==> src/hdl/uf2bf_pkg.sv <==
package uf2bf_pkg;

   // Default number of image bytes carried in one block.
   localparam int unsigned DEF_PAYLOAD_BYTES = 256;

   localparam logic [31:0] SIG_START_A  = 32'h0A32_4655;
   localparam logic [31:0] SIG_START_B  = 32'h9E5D_5157;
   localparam logic [31:0] SIG_TRAILER  = 32'h0AB1_6F30;
   localparam logic [31:0] FLAG_FAMILY  = 32'h0000_2000;

   localparam int unsigned HEADER_BYTES = 32;
   // Byte position inside a 512-byte block and word index inside it.
   localparam int unsigned POS_W        = 9;
   localparam int unsigned WIDX_W       = 6;
   localparam logic [WIDX_W-1:0] LAST_WIDX = 6'd63;
   localparam int unsigned BLKNUM_W     = 24;

   localparam int unsigned QUEUE_DEPTH  = 4;

   localparam int unsigned CSR_ADDR_W   = 4;
   localparam int unsigned REG_IDX_W    = 2;
   localparam logic [REG_IDX_W-1:0] REG_FAMILY = 2'd0;
   localparam logic [REG_IDX_W-1:0] REG_BASE   = 2'd1;
   localparam logic [REG_IDX_W-1:0] REG_TOTAL  = 2'd2;

   // One accepted byte together with what the back end must do around it.
   typedef struct packed {
      logic [7:0]          data;
      logic                hdr;
      logic                pad;
      logic                last;
      logic [POS_W-1:0]    pos;
      logic [BLKNUM_W-1:0] blk;
      logic [31:0]         addr;
   } cmd_type;

endpackage

==> src/hdl/uf2bf_blkcnt.sv <==
module uf2bf_blkcnt #(
   parameter int unsigned PAYLOAD_BYTES = uf2bf_pkg::DEF_PAYLOAD_BYTES
) (
   input  logic        clock,
   input  logic        reset,
   input  logic        load,
   input  logic [31:0] total_bytes,
   output logic        busy,
   output logic [31:0] block_count
);
   import uf2bf_pkg::*;

   localparam int unsigned FRAC_W = 33;
   // Reciprocal of the payload size scaled by 2^33, rounded down.
   localparam logic [31:0] RECIP  = 32'((64'd1 << FRAC_W) / 64'(PAYLOAD_BYTES));
   localparam logic [2:0]  STEPS  = 3'd4;

   logic [32:0] x_ff, x_in;
   logic [63:0] prod_ff, prod_in;
   logic [30:0] q0_ff, q0_in;
   logic [32:0] rem_ff, rem_in;
   logic [2:0]  cnt_ff, cnt_in;
   logic [31:0] nblk_ff, nblk_in;
   logic [39:0] qp;

   // The block count is (total + size - 1) / size. The scaled reciprocal gives a
   // quotient that is low by at most one, and the remainder check puts it back.
   always_comb begin
      x_in    = x_ff;
      prod_in = prod_ff;
      q0_in   = q0_ff;
      rem_in  = rem_ff;
      cnt_in  = cnt_ff;
      nblk_in = nblk_ff;
      qp      = 40'(q0_ff) * 40'(PAYLOAD_BYTES);
      if (load) begin
         x_in   = {1'b0, total_bytes} + 33'(PAYLOAD_BYTES - 1);
         cnt_in = STEPS;
      end else if (cnt_ff == 3'd4) begin
         prod_in = 64'(x_ff[31:0]) * 64'(RECIP) + (x_ff[32] ? {RECIP, 32'd0} : 64'd0);
         cnt_in  = cnt_ff - 3'd1;
      end else if (cnt_ff == 3'd3) begin
         q0_in  = prod_ff[63:33];
         cnt_in = cnt_ff - 3'd1;
      end else if (cnt_ff == 3'd2) begin
         rem_in = x_ff - qp[32:0];
         cnt_in = cnt_ff - 3'd1;
      end else if (cnt_ff == 3'd1) begin
         nblk_in = 32'(q0_ff) + 32'(rem_ff >= 33'(PAYLOAD_BYTES));
         cnt_in  = cnt_ff - 3'd1;
      end
   end

   always_ff @(posedge clock) begin
      if (reset) begin
         cnt_ff  <= '0;
         nblk_ff <= '0;
      end else begin
         cnt_ff  <= cnt_in;
         nblk_ff <= nblk_in;
      end
      x_ff    <= x_in;
      prod_ff <= prod_in;
      q0_ff   <= q0_in;
      rem_ff  <= rem_in;
   end

   assign busy        = (cnt_ff != '0);
   assign block_count = nblk_ff;

endmodule

==> src/hdl/uf2bf_front.sv <==
module uf2bf_front #(
   parameter int unsigned PAYLOAD_BYTES = uf2bf_pkg::DEF_PAYLOAD_BYTES
) (
   input  logic               clock,
   input  logic               reset,
   input  logic               req_valid,
   input  logic [7:0]         req_data_byte,
   output logic               req_stall,
   input  logic               hold,
   input  logic [31:0]        base_address,
   input  logic [31:0]        total_bytes,
   output logic               push,
   output uf2bf_pkg::cmd_type cmd
);
   import uf2bf_pkg::*;

   localparam int unsigned PO_W = $clog2(PAYLOAD_BYTES);

   logic [PO_W-1:0]     po_ff, po_in;
   logic [BLKNUM_W-1:0] blk_ff, blk_in;
   logic [31:0]         off_ff, off_in;
   logic [31:0]         taken_ff, taken_in;
   logic                take, live, close;

   assign req_stall = hold;
   assign take      = req_valid && !hold;
   assign live      = (taken_ff < total_bytes);
   assign push      = take && live;

   always_comb begin
      cmd.data = req_data_byte;
      cmd.hdr  = (po_ff == '0);
      cmd.last = ((taken_ff + 32'd1) == total_bytes);
      cmd.pad  = (po_ff == PO_W'(PAYLOAD_BYTES - 1)) || cmd.last;
      cmd.pos  = POS_W'(HEADER_BYTES) + POS_W'(po_ff);
      cmd.blk  = blk_ff;
      cmd.addr = base_address + off_ff;
   end

   assign close = push && cmd.pad;

   always_comb begin
      po_in    = po_ff;
      blk_in   = blk_ff;
      off_in   = off_ff;
      taken_in = taken_ff;
      if (push) begin
         taken_in = taken_ff + 32'd1;
         po_in    = po_ff + PO_W'(1);
      end
      if (close) begin
         po_in  = '0;
         blk_in = blk_ff + BLKNUM_W'(1);
         // The address offset follows the 24-bit block number, wrap included.
         off_in = (blk_ff == '1) ? 32'd0 : off_ff + 32'(PAYLOAD_BYTES);
      end
   end

   always_ff @(posedge clock) begin
      if (reset) begin
         po_ff    <= '0;
         blk_ff   <= '0;
         off_ff   <= '0;
         taken_ff <= '0;
      end else begin
         po_ff    <= po_in;
         blk_ff   <= blk_in;
         off_ff   <= off_in;
         taken_ff <= taken_in;
      end
   end

endmodule

==> src/hdl/uf2bf_queue.sv <==
module uf2bf_queue (
   input  logic               clock,
   input  logic               reset,
   input  logic               push,
   input  uf2bf_pkg::cmd_type cmd_in,
   input  logic               pop,
   output uf2bf_pkg::cmd_type head,
   output logic               empty,
   output logic               full
);
   import uf2bf_pkg::*;

   localparam int unsigned PTR_W = $clog2(QUEUE_DEPTH);

   cmd_type          mem_ff [QUEUE_DEPTH];
   logic [PTR_W-1:0] wr_ff, wr_in;
   logic [PTR_W-1:0] rd_ff, rd_in;
   logic [PTR_W:0]   cnt_ff, cnt_in;

   always_comb begin
      wr_in  = push ? wr_ff + PTR_W'(1) : wr_ff;
      rd_in  = pop  ? rd_ff + PTR_W'(1) : rd_ff;
      cnt_in = cnt_ff + (PTR_W+1)'(push) - (PTR_W+1)'(pop);
   end

   always_ff @(posedge clock) begin
      if (reset) begin
         wr_ff  <= '0;
         rd_ff  <= '0;
         cnt_ff <= '0;
      end else begin
         wr_ff  <= wr_in;
         rd_ff  <= rd_in;
         cnt_ff <= cnt_in;
      end
      if (push) begin
         mem_ff[wr_ff] <= cmd_in;
      end
   end

   assign head  = mem_ff[rd_ff];
   assign empty = (cnt_ff == '0);
   assign full  = (cnt_ff == (PTR_W+1)'(QUEUE_DEPTH));

endmodule

==> src/hdl/uf2bf_back.sv <==
module uf2bf_back #(
   parameter int unsigned PAYLOAD_BYTES = uf2bf_pkg::DEF_PAYLOAD_BYTES
) (
   input  logic               clock,
   input  logic               reset,
   input  uf2bf_pkg::cmd_type head,
   input  logic               head_valid,
   input  logic [31:0]        family_id,
   input  logic [31:0]        block_count,
   output logic               pop,
   output logic               rsp_valid,
   input  logic               rsp_stall,
   output logic [63:0]        rsp_out_word,
   output logic               rsp_block_end,
   output logic               rsp_stream_end,
   output logic               rsp_run_last
);
   import uf2bf_pkg::*;

   localparam logic [1:0] PH_NEW = 2'd0;
   localparam logic [1:0] PH_HDR = 2'd1;
   localparam logic [1:0] PH_PAD = 2'd2;

   logic [1:0]        phase_ff, phase_in;
   logic [1:0]        hcnt_ff, hcnt_in;
   logic [WIDX_W-1:0] widx_ff, widx_in;
   logic [55:0]       part_ff, part_in;
   logic              valid_ff, valid_in;
   logic [63:0]       word_ff, word_in;
   logic              be_ff, be_in;
   logic              se_ff, se_in;
   logic              rl_ff, rl_in;

   logic              out_free, step, emit, do_byte;
   logic [2:0]        lane;
   logic [55:0]       base_part;
   logic [63:0]       placed;
   logic [63:0]       hdr_word;

   assign out_free = !valid_ff || !rsp_stall;
   assign step     = head_valid && out_free;
   assign lane     = head.pos[2:0];
   // A header always opens a fresh word, so its byte lands on an empty one.
   assign base_part = (phase_ff == PH_HDR) ? 56'd0 : part_ff;
   assign placed    = {8'h00, base_part} | (64'(head.data) << {lane, 3'b000});

   always_comb begin
      unique case (hcnt_ff)
         2'd0:    hdr_word = {SIG_START_B, SIG_START_A};
         2'd1:    hdr_word = {head.addr, FLAG_FAMILY};
         2'd2:    hdr_word = {8'h00, head.blk, 32'(PAYLOAD_BYTES)};
         default: hdr_word = {family_id, block_count};
      endcase
   end

   always_comb begin
      phase_in = phase_ff;
      hcnt_in  = hcnt_ff;
      widx_in  = widx_ff;
      part_in  = part_ff;
      emit     = 1'b0;
      pop      = 1'b0;
      do_byte  = 1'b0;
      word_in  = word_ff;
      be_in    = 1'b0;
      se_in    = 1'b0;
      rl_in    = 1'b0;
      if (step) begin
         unique case (phase_ff)
            PH_NEW: begin
               if (head.hdr) begin
                  emit     = 1'b1;
                  word_in  = hdr_word;
                  hcnt_in  = 2'd1;
                  phase_in = PH_HDR;
               end else begin
                  do_byte = 1'b1;
               end
            end
            PH_HDR: begin
               emit    = 1'b1;
               word_in = hdr_word;
               hcnt_in = hcnt_ff + 2'd1;
               if (hcnt_ff == 2'd3) begin
                  do_byte = 1'b1;
                  rl_in   = !head.pad;
               end
            end
            PH_PAD: begin
               emit = 1'b1;
               if (widx_ff == LAST_WIDX) begin
                  word_in  = {SIG_TRAILER, 32'd0};
                  be_in    = 1'b1;
                  se_in    = head.last;
                  rl_in    = 1'b1;
                  pop      = 1'b1;
                  phase_in = PH_NEW;
               end else begin
                  word_in = {8'h00, part_ff};
                  widx_in = widx_ff + WIDX_W'(1);
               end
               part_in = '0;
            end
            default: begin
               phase_in = PH_NEW;
            end
         endcase

         if (do_byte) begin
            if (lane == 3'd7) begin
               emit    = 1'b1;
               word_in = placed;
               rl_in   = !head.pad;
               part_in = '0;
               widx_in = head.pos[POS_W-1:3] + WIDX_W'(1);
            end else begin
               part_in = placed[55:0];
               widx_in = head.pos[POS_W-1:3];
            end
            if (head.pad) begin
               phase_in = PH_PAD;
            end else begin
               phase_in = PH_NEW;
               pop      = 1'b1;
            end
         end
      end

      if (out_free) begin
         valid_in = emit;
      end else begin
         valid_in = valid_ff;
      end
   end

   always_ff @(posedge clock) begin
      if (reset) begin
         phase_ff <= PH_NEW;
         hcnt_ff  <= '0;
         valid_ff <= 1'b0;
      end else begin
         phase_ff <= phase_in;
         hcnt_ff  <= hcnt_in;
         valid_ff <= valid_in;
      end
      widx_ff <= widx_in;
      part_ff <= (reset) ? 56'd0 : part_in;
      if (emit && out_free) begin
         word_ff <= word_in;
         be_ff   <= be_in;
         se_ff   <= se_in;
         rl_ff   <= rl_in;
      end
   end

   assign rsp_valid      = valid_ff;
   assign rsp_out_word   = word_ff;
   assign rsp_block_end  = be_ff;
   assign rsp_stream_end = se_ff;
   assign rsp_run_last   = rl_ff;

endmodule

==> src/hdl/uf2_block_framer_top.sv <==
// UF2 block framer. Image bytes enter one per item on the req_ channel and
// leave as 512-byte UF2 blocks, one 64-bit little-endian word per item on the
// rsp_ channel. Payload bytes are taken at one per cycle unless req_stall
// holds them off; the back end emits at most one word per cycle, so a block
// costs four header words (the first byte is folded into the fourth) and,
// after its last byte, a padding word for each remaining position up to the
// end magic. A four-entry command queue between the byte front end and the
// word back end lets bytes keep arriving while header and padding words
// drain. Writing total_bytes starts a block count calculation by reciprocal
// multiplication that holds req_stall high while it runs. Registers sit at
// byte addresses 0 (family_id), 4 (base_address) and 8 (total_bytes); the user
// must write them only while the block is idle; the block does not enforce it.
module uf2_block_framer_top #(
   parameter int unsigned PAYLOAD_BYTES = uf2bf_pkg::DEF_PAYLOAD_BYTES
) (
   input  logic                            clock,
   input  logic                            reset,
   input  logic                            req_valid,
   output logic                            req_stall,
   input  logic [7:0]                      req_data_byte,
   input  logic                            psel,
   input  logic                            penable,
   input  logic                            pwrite,
   input  logic [uf2bf_pkg::CSR_ADDR_W-1:0] paddr,
   input  logic [31:0]                     pwdata,
   output logic [31:0]                     prdata,
   output logic                            pready,
   output logic                            rsp_valid,
   input  logic                            rsp_stall,
   output logic [63:0]                     rsp_out_word,
   output logic                            rsp_block_end,
   output logic                            rsp_stream_end,
   output logic                            rsp_run_last
);
   import uf2bf_pkg::*;

   logic [31:0]          family_ff, family_in;
   logic [31:0]          base_ff, base_in;
   logic [31:0]          total_ff, total_in;
   logic [REG_IDX_W-1:0] reg_idx;
   logic                 wr_en, total_load;
   logic                 cnt_busy;
   logic [31:0]          block_count;
   logic                 q_full, q_empty, push, pop;
   cmd_type              cmd, head;

   assign pready     = 1'b1;
   assign reg_idx    = paddr[CSR_ADDR_W-1:2];
   assign wr_en      = psel && penable && pwrite && pready;
   assign total_load = wr_en && (reg_idx == REG_TOTAL);

   always_comb begin
      family_in = family_ff;
      base_in   = base_ff;
      total_in  = total_ff;
      if (wr_en) begin
         unique case (reg_idx)
            REG_FAMILY: family_in = pwdata;
            REG_BASE:   base_in   = pwdata;
            REG_TOTAL:  total_in  = pwdata;
            default:    ;
         endcase
      end
   end

   always_comb begin
      unique case (reg_idx)
         REG_FAMILY: prdata = family_ff;
         REG_BASE:   prdata = base_ff;
         REG_TOTAL:  prdata = total_ff;
         default:    prdata = 32'd0;
      endcase
   end

   always_ff @(posedge clock) begin
      if (reset) begin
         family_ff <= '0;
         base_ff   <= '0;
         total_ff  <= '0;
      end else begin
         family_ff <= family_in;
         base_ff   <= base_in;
         total_ff  <= total_in;
      end
   end

   uf2bf_blkcnt #(.PAYLOAD_BYTES(PAYLOAD_BYTES)) u_blkcnt (
      .clock       (clock),
      .reset       (reset),
      .load        (total_load),
      .total_bytes (pwdata),
      .busy        (cnt_busy),
      .block_count (block_count)
   );

   uf2bf_front #(.PAYLOAD_BYTES(PAYLOAD_BYTES)) u_front (
      .clock         (clock),
      .reset         (reset),
      .req_valid     (req_valid),
      .req_data_byte (req_data_byte),
      .req_stall     (req_stall),
      .hold          (q_full || cnt_busy),
      .base_address  (base_ff),
      .total_bytes   (total_ff),
      .push          (push),
      .cmd           (cmd)
   );

   uf2bf_queue u_queue (
      .clock  (clock),
      .reset  (reset),
      .push   (push),
      .cmd_in (cmd),
      .pop    (pop),
      .head   (head),
      .empty  (q_empty),
      .full   (q_full)
   );

   uf2bf_back #(.PAYLOAD_BYTES(PAYLOAD_BYTES)) u_back (
      .clock          (clock),
      .reset          (reset),
      .head           (head),
      .head_valid     (!q_empty),
      .family_id      (family_ff),
      .block_count    (block_count),
      .pop            (pop),
      .rsp_valid      (rsp_valid),
      .rsp_stall      (rsp_stall),
      .rsp_out_word   (rsp_out_word),
      .rsp_block_end  (rsp_block_end),
      .rsp_stream_end (rsp_stream_end),
      .rsp_run_last   (rsp_run_last)
   );

endmodule

==> config.mk <==
export PLATFORM = sky130hd
export DESIGN_NAME = uf2_block_framer_top
export DESIGN_NICKNAME = d
export VERILOG_FILES = /design/src/hdl/uf2bf_pkg.sv /design/src/hdl/uf2bf_blkcnt.sv /design/src/hdl/uf2bf_front.sv /design/src/hdl/uf2bf_queue.sv /design/src/hdl/uf2bf_back.sv /design/src/hdl/uf2_block_framer_top.sv
export SDC_FILE = /design/constraint.sdc
export NUM_CORES = 1
export LEC_CHECK = 0
export BUFFER_PORTS_ARGS = -buffer_cell sky130_fd_sc_hd__buf_2
export CORE_UTILIZATION = 33
export DETAILED_ROUTE_END_ITERATION = 10
export SYNTH_ARGS = -nofsm -noshare
export SYNTH_HDL_FRONTEND = slang
export SYNTH_SLANG_ARGS = --single-unit
==> constraint.sdc <==
create_clock -name clock -period 7.2 [get_ports clock]
set_input_delay 1.44 -clock clock [delete_from_list [all_inputs] [get_ports clock]]
set_output_delay 1.44 -clock clock [all_outputs]
set_load 0.01 [all_outputs]
Word level (Yosys, flattened, before mapping)
Memories as Yosys holds them, arrays and structs flattened. A register that Yosys moved wholly into a read port is not among the register bits.
Index checks and enable logic that the tools add are counted.
{ "word_totals": {"memories": 1, "inputBits": 51, "wordCells": 167, "reg_bits": 529, "out_inout_bits": 102, "ramBits": 304} }
{ "mem_list": {"columns": ["memory", "words", "word_bits", "rd", "rd_clocked_by_memory_dff", "wr", "line", "text"], "rows": [
  ["u_queue.mem_ff", 4, 76, 1, 1, 1, "uf2bf_queue.sv:15", "cmd_type mem_ff [QUEUE_DEPTH];"]
]} }
{ "op_classes": {"n_bitwise": 5, "magnitude_cmp": 2, "muxes": 50, "shift": 1, "eq_ne": 22, "add_sub_neg": 18, "reduce_logical": 42} }
{ "ops": {"columns": ["operator", "n"], "rows": [
  ["64-bit one-hot mux with 3 select lines", 2],
  ["56-bit two-way mux", 4],
  ["64-bit two-way mux", 3],
  ["32-bit one-hot mux with 3 select lines", 1],
  ["57-bit by 64-bit adder with 64-bit output", 1],
  ["56-bit by 64-bit bitwise OR with 64-bit output", 1],
  ["8-bit by 6-bit << shifter with 64-bit output", 1],
  ["60-bit two-way mux", 1],
  ["58-bit two-way mux", 1],
  ["32-bit by 8-bit adder with 33-bit output (second input constant)", 1],
  ["33-bit by 9-bit >= comparator with 1-bit output (second input constant)", 1],
  ["33-bit subtractor", 1],
  ["31-bit by 1-bit adder with 32-bit output", 1],
  ["32-bit by 1-bit adder with 32-bit output (second input constant)", 1],
  ["32-bit adder", 1],
  ["32-bit by 9-bit adder with 32-bit output (second input constant)", 1],
  ["32-bit equality test", 1],
  ["32-bit less-than comparator", 1],
  ["32-bit two-way mux", 1],
  ["24-bit by 1-bit adder with 24-bit output (second input constant)", 1],
  ["24-bit equality test (second input constant)", 1],
  ["6-bit two-way mux", 4],
  ["1-bit two-way mux", 17],
  ["3-bit two-way mux", 5],
  ["other kinds (37)", 87]
]} }

Depth between registers and ports, before layout
{ "logic_depth": {"ltp_word": 8, "depth_mapped": 18, "mapped_depth_nobuf": 16} }

By module
Synthesis repeated with hierarchy kept, for this count alone.
{ "unflattened": {"hier_cells": 3428, "area_unflattened_um2": 38112.8} }
{ "modules_own_cells": {"columns": ["module", "seq_area_each_um2", "area_each_um2", "cells_per_inst", "n_inst"], "rows": [
  ["uf2bf_queue", 9308.9, 11447.2, 439, 1],
  ["uf2bf_back", 3413.3, 7900.1, 946, 1],
  ["uf2bf_front", 1761.7, 7592.3, 984, 1],
  ["uf2bf_blkcnt", 3583.4, 6616.3, 594, 1],
  ["uf2_block_framer_top", 1921.8, 4556.9, 465, 1]
]} }

Worst setup path before layout
No wires, ideal clock.
{ "synth_path": {"path_kind": "flip-flop to flip-flop", "startpoint": "register (tool-made name)", "endpoint": "register u_back.word_ff[0] (netlist: u_back.rsp_out_word[0]) (enable)", "arrival_time_ns": 5.488, "t_required_ns": 6.693, "synth_period_minus_slack_ns": 5.995, "path_buffers": 4, "path_slack_ns": 1.205, "path_stages_with_launch": 10, "setup_time_ns": 0.507, "path_cell_list": "dfxtp_1 > clkbuf_1 > clkbuf_1 > mux4_2 > nand2b_1 > nand2_1 > clkbuf_1 > nand2_1 > clkbuf_1 > a21oi_1"} }
{ "synth_rtl": {"columns": ["element", "line", "text"], "rows": [
  ["to (signal assigned)", "uf2bf_back.sv:149", "word_ff <= word_in;"],
  ["to (decl)", "uf2bf_back.sv:29", "logic [63:0] word_ff, word_in;"]
]} }

Worst setup path in the final report
{ "layout_path": {"startpoint": "input paddr[3] in the netlist's numbering", "endpoint": "output prdata[10]"} }
{ "layout_between": {"elab_chain_len": 2, "elab_cells_between_ends": 4, "cone_classes": "eq/ne: 2; mux: 1; reduce/logical: 1"} }
{ "layout_lines": {"columns": ["element", "line", "text"], "rows": [
  ["from (decl)", "uf2_block_framer_top.sv:24", "input logic [uf2bf_pkg::CSR_ADDR_W-1:0] paddr,"],
  ["2-bit equality test, or another cell as far along", "uf2_block_framer_top.sv:67", "unique case (reg_idx)"],
  ["32-bit one-hot mux with 3 select lines *", "uf2_block_framer_top.sv:67", null],
  ["to (decl)", "uf2_block_framer_top.sv:26", "output logic [31:0] prdata,"]
]} }
Every way passes the cells marked *; elsewhere a longest branch is shown, timed or not.

==> reports/summary.txt <==
OUTCOME
---------------------------------------------------------------------------------
Outcome ............................................................ complete, no violations

GRT
---------------------------------------------------------------------------------
Initial antenna violation count ....................................           18
Total grt overflow .................................................            0
Number of global-route vias before repair ..........................        25200
GRT Util Overall ...................................................        19.7%
Largest net degree at the start of global routing ..................          101
Wire length of the first global-routing pass .......................    165000 um

STA
---------------------------------------------------------------------------------
Highest achievable clock rate ......................................    0.207 GHz
Final critical-path required period ................................      4840 ps
Final-report hold violation count ..................................            0
RSZ-0062 raised after global routing ...............................        false
Setup TNS ..........................................................         0 ps
Final Max Tran Viols ...............................................            0
Worst clock skew ...................................................      35.2 ps
Final setup vio count ..............................................            0
Share of the cycle needed by the critical path after routing .......        67.2%
Slew of the pin with the lowest slew margin ........................      1210 ps
Normalized max-slew margin .........................................        18.7%

FINISH
---------------------------------------------------------------------------------
Nets ...............................................................         3529
Area growth, synth to finish .......................................        13.1%
Final non-filler cell total ........................................         4849
Proportion of layout cells with a drive suffix above 1 .............        13.3%
Layout fillers .....................................................        10600

PLACEMENT
---------------------------------------------------------------------------------
Placer congestion estimate .........................................        0.873
Number of placed cells counting well taps ..........................         4696
Number of input and output port buffers inserted ...................          149
Hpwl dp ............................................................     77600 um

CLOCK NETWORK
---------------------------------------------------------------------------------
Clock Pin Slew Worst Setup and Hold Paths ..........................        60 ps
Post-CTS setup repair buffer count .................................            0
Clock latency reported for the late side of the worst-skew pair ....       650 ps
Number of buffers added by the clock tree synthesis step ...........           81
Clock tree from TritonCTS ..........................................        built
Clock sinks ........................................................          760
Number of hold buffers added after CTS .............................            0
Level count of the clock H-tree ....................................            3
Library cell used as clock root buffer ............................. sky130_fd_sc_hd__clkbuf_16
Maximum number of buffers from clock root to sink ..................            3
Post-cts resize count ..............................................            0

DRT
---------------------------------------------------------------------------------
Residual antenna-violating net count after detailed routing ........            0
Vias post-DR .......................................................        27000
Post-detailed-route via-to-cell ratio ..............................         5.58
Iteration-0 DRC count of the detailed router .......................         2966
Detailed-router iteration count before antenna repair ..............            9
DRC ................................................................            0
Drt wl/cell ........................................................      23.1 um
Routed wire length .................................................    112000 um

DIE
---------------------------------------------------------------------------------
Initial core utilization ...........................................        33.4%
Die Span Y .........................................................       334 um
Count of standard-cell rows ........................................          121
Die Width ..........................................................       334 um
Area of the placeable core .........................................   0.109 mm^2
Top-level I/O count ................................................          153
Floorplan die area .................................................   0.111 mm^2

SYNTHESIS
---------------------------------------------------------------------------------
Fraction of the mapped netlist area in adder cells .................        3.93%
Fraction of synthesized cell area in xor and xnor cells ............        4.09%
FFs w/ async S/R, synth ............................................           0%
Post-synthesis cell area ...........................................  0.0364 mm^2
Cell type contributing the most total cell area after synthesis .... sky130_fd_sc_hd__edfxtp_1
Portion of synthesized cell area occupied by the leading cell type .        39.4%
Multiplexer share of the synthesized area ..........................        6.13%
Synthesized instance count .........................................         3314
Post-synth top flop ................................................ sky130_fd_sc_hd__edfxtp_1
Flip-flop and latch count after synthesis ..........................          760
Dominant combinational cell family by area after synthesis ......... simple AND/OR/NAND/NOR gates
Unique cell type count in the Yosys netlist ........................           84
Synthesized net count ..............................................         3478
Most common cell in the netlist .................................... sky130_fd_sc_hd__edfxtp_1
Post-synthesis average cell area ...................................    11.0 um^2
Leading cell types by count after synthesis ........................ sky130_fd_sc_hd__edfxtp_1, sky130_fd_sc_hd__nand2_1, sky130_fd_sc_hd__dfxtp_1
Yosys warnings .....................................................            0
Post-synthesis sequential area ratio ...............................        55.0%
Number of synthesized flops with an enable pin .....................          477
Simple-gate share of the synthesized area ..........................        13.7%
Leading post-synthesis cells by cell area .......................... sky130_fd_sc_hd__edfxtp_1, sky130_fd_sc_hd__dfxtp_1, sky130_fd_sc_hd__mux4_2
Fraction of the mapped netlist area in compound gates ..............        13.5%

PWR
---------------------------------------------------------------------------------
Clock Power Share ..................................................        33.3%
Switching part of the total power ..................................        31.8%
Psw ................................................................      4.04 mW
Internal power consumption .........................................      8.67 mW
Share of power burned in combinational logic .......................        22.4%
Static leakage .....................................................      14.0 nW
Total power divided by cell area ...................................  309 mW/mm^2
Flop pwr share .....................................................        44.2%
Largest voltage drop on the vdd net ................................       347 uV

SETUP PATH
---------------------------------------------------------------------------------
Worst Setup Start Kind .............................................    input pin
Critical path endpoint category .................................... primary output
Series of cell instances along the critical path ................... buf_2 -> nor2b_2 -> buf_4 -> nand2_1 -> o21ai_0 -> buf_2
Worst path most repeated cell ...................................... sky130_fd_sc_hd__buf_2
Critical Path AT ...................................................      3400 ps
Crit path kind ..................................................... input pin to primary output
Endpoint required time on the critical path ........................      5760 ps
Critical-path maximum fanout .......................................           29
Critical path's slowest cell ....................................... sky130_fd_sc_hd__o21ai_0
Cell class contributing the biggest share of worst-path delay ...... buffers and inverters
Buffers and inverters on the worst path ............................            3
Critical path's largest stage delay ................................       460 ps

JOB
---------------------------------------------------------------------------------
Max-Cap Viols ......................................................            0

MIN PATH
---------------------------------------------------------------------------------
Class of the most critical hold timing path ........................ register to register

-- power by group through the flow --
stage          Clock [mW]  Combinational [mW]  Sequential [mW]
4_1_cts              4.31                2.83             5.62
5_1_grt              4.47                3.09             5.67
3_3_place_gp            0                2.79             5.71
3_5_place_dp            0                2.82             5.72
6_report             4.24                2.85             5.62
2_1_floorplan           0                1.62             5.57
-- flip-flops by register name (all words and copies together), names as in the netlist, 3 cells and up, named ones only --
name and flops:
base_ff 32, family_ff 32, total_ff 32, u_back.part_ff 56, u_back.rsp_out_word 64, u_back.widx_ff 6
u_blkcnt.block_count 26, u_blkcnt.cnt_ff 3, u_blkcnt.prod_ff 25, u_blkcnt.q0_ff 25, u_blkcnt.rem_ff 25, u_blkcnt.x_ff 25
u_front.blk_ff 24, u_front.off_ff 24, u_front.po_ff 8, u_front.taken_ff 32, u_queue.cnt_ff 3, u_queue.mem_ff 304
-- layout make-up --
class                           count  area [um^2]  area share (%)
Antenna cell                        5         12.5          0.0304
Clock buffer                      123         2450            5.96
Clock inverter                     25          228           0.554
Inverter                          104          390           0.950
Multi-Input combinational cell   2219        15100            36.8
Sequential cell                   760        20000            48.6
Tap cell                         1414         1770            4.30
Timing Repair Buffer              199         1130            2.75
-- per-stage QoR --
step	util (%)	hold WS, ps	worst slack, ps	instance area (um^2)	power, mW
finish	37.7	413	2360	41100	12.7
global placement	35.2	401	2450	38400	8.49
global route	37.7	422	2120	41100	13.2
CTS	37.7	414	2380	41100	12.8
floorplan	-	400	1200	36400	7.18
detailed placement	35.2	405	2420	38400	8.53
-- placed cells by master (no fill, tap or decap), drive strengths merged, types with 29 or more instances in the layout --
cell / netlist / routed
edfxtp: 477 / 477
nand2: 383 / 383
dfxtp: 283 / 283
a21oi: 277 / 277
nor2: 256 / 256
buf: 41 / 199
clkbuf: 190 / 123
o21ai: 120 / 120
ha: 111 / 111
xnor2: 110 / 110
inv: 103 / 107
nor3: 89 / 89
mux4: 76 / 76
a22oi: 68 / 68
a221oi: 61 / 61
nand3: 60 / 60
xor2: 57 / 57
nand4: 52 / 52
a211oi: 39 / 39
mux2i: 37 / 37
nor4: 36 / 36
and3: 36 / 36
nor2b: 29 / 29
-- final timing paths --
path | from | end | slack (ps) | cells past startpoint
max reg2reg | u_front.taken_ff[9] | u_queue.mem_ff[3][72] | 2410 | 12
max | paddr[3] | prdata[10] | 2360 | 6
min reg2reg | u_blkcnt.prod_ff[33] | u_blkcnt.q0_ff[0] | 410 | 0
min | u_blkcnt.prod_ff[33] | u_blkcnt.q0_ff[0] | 410 | 0
-- cells by family (layout without fill, tap and decap cells) --
kind of cell | after synthesis | after routing
simple gates | 1057 | 1057
flops | 760 | 760
compound gates | 754 | 754
buf+inv | 335 | 451
xor+xnor | 168 | 168
mux | 126 | 126
fa+ha+maj | 113 | 113
other cells | 1 | 6
-- layer usage --
metal / vias up / wire [um] / part of all wire, % / global-route usage (%)
met4: 12 / 3490 / 3.1 / 6.73
met3: 214 / 12900 / 11 / 6.99
li1: 12400 / - / - / -
met1: 13200 / 47900 / 43 / 26.9
met5: - / 72 / 0.064 / 0
met2: 1148 / 47900 / 43 / 28.6
Note: power is estimated with default switching activity, not from simulation.
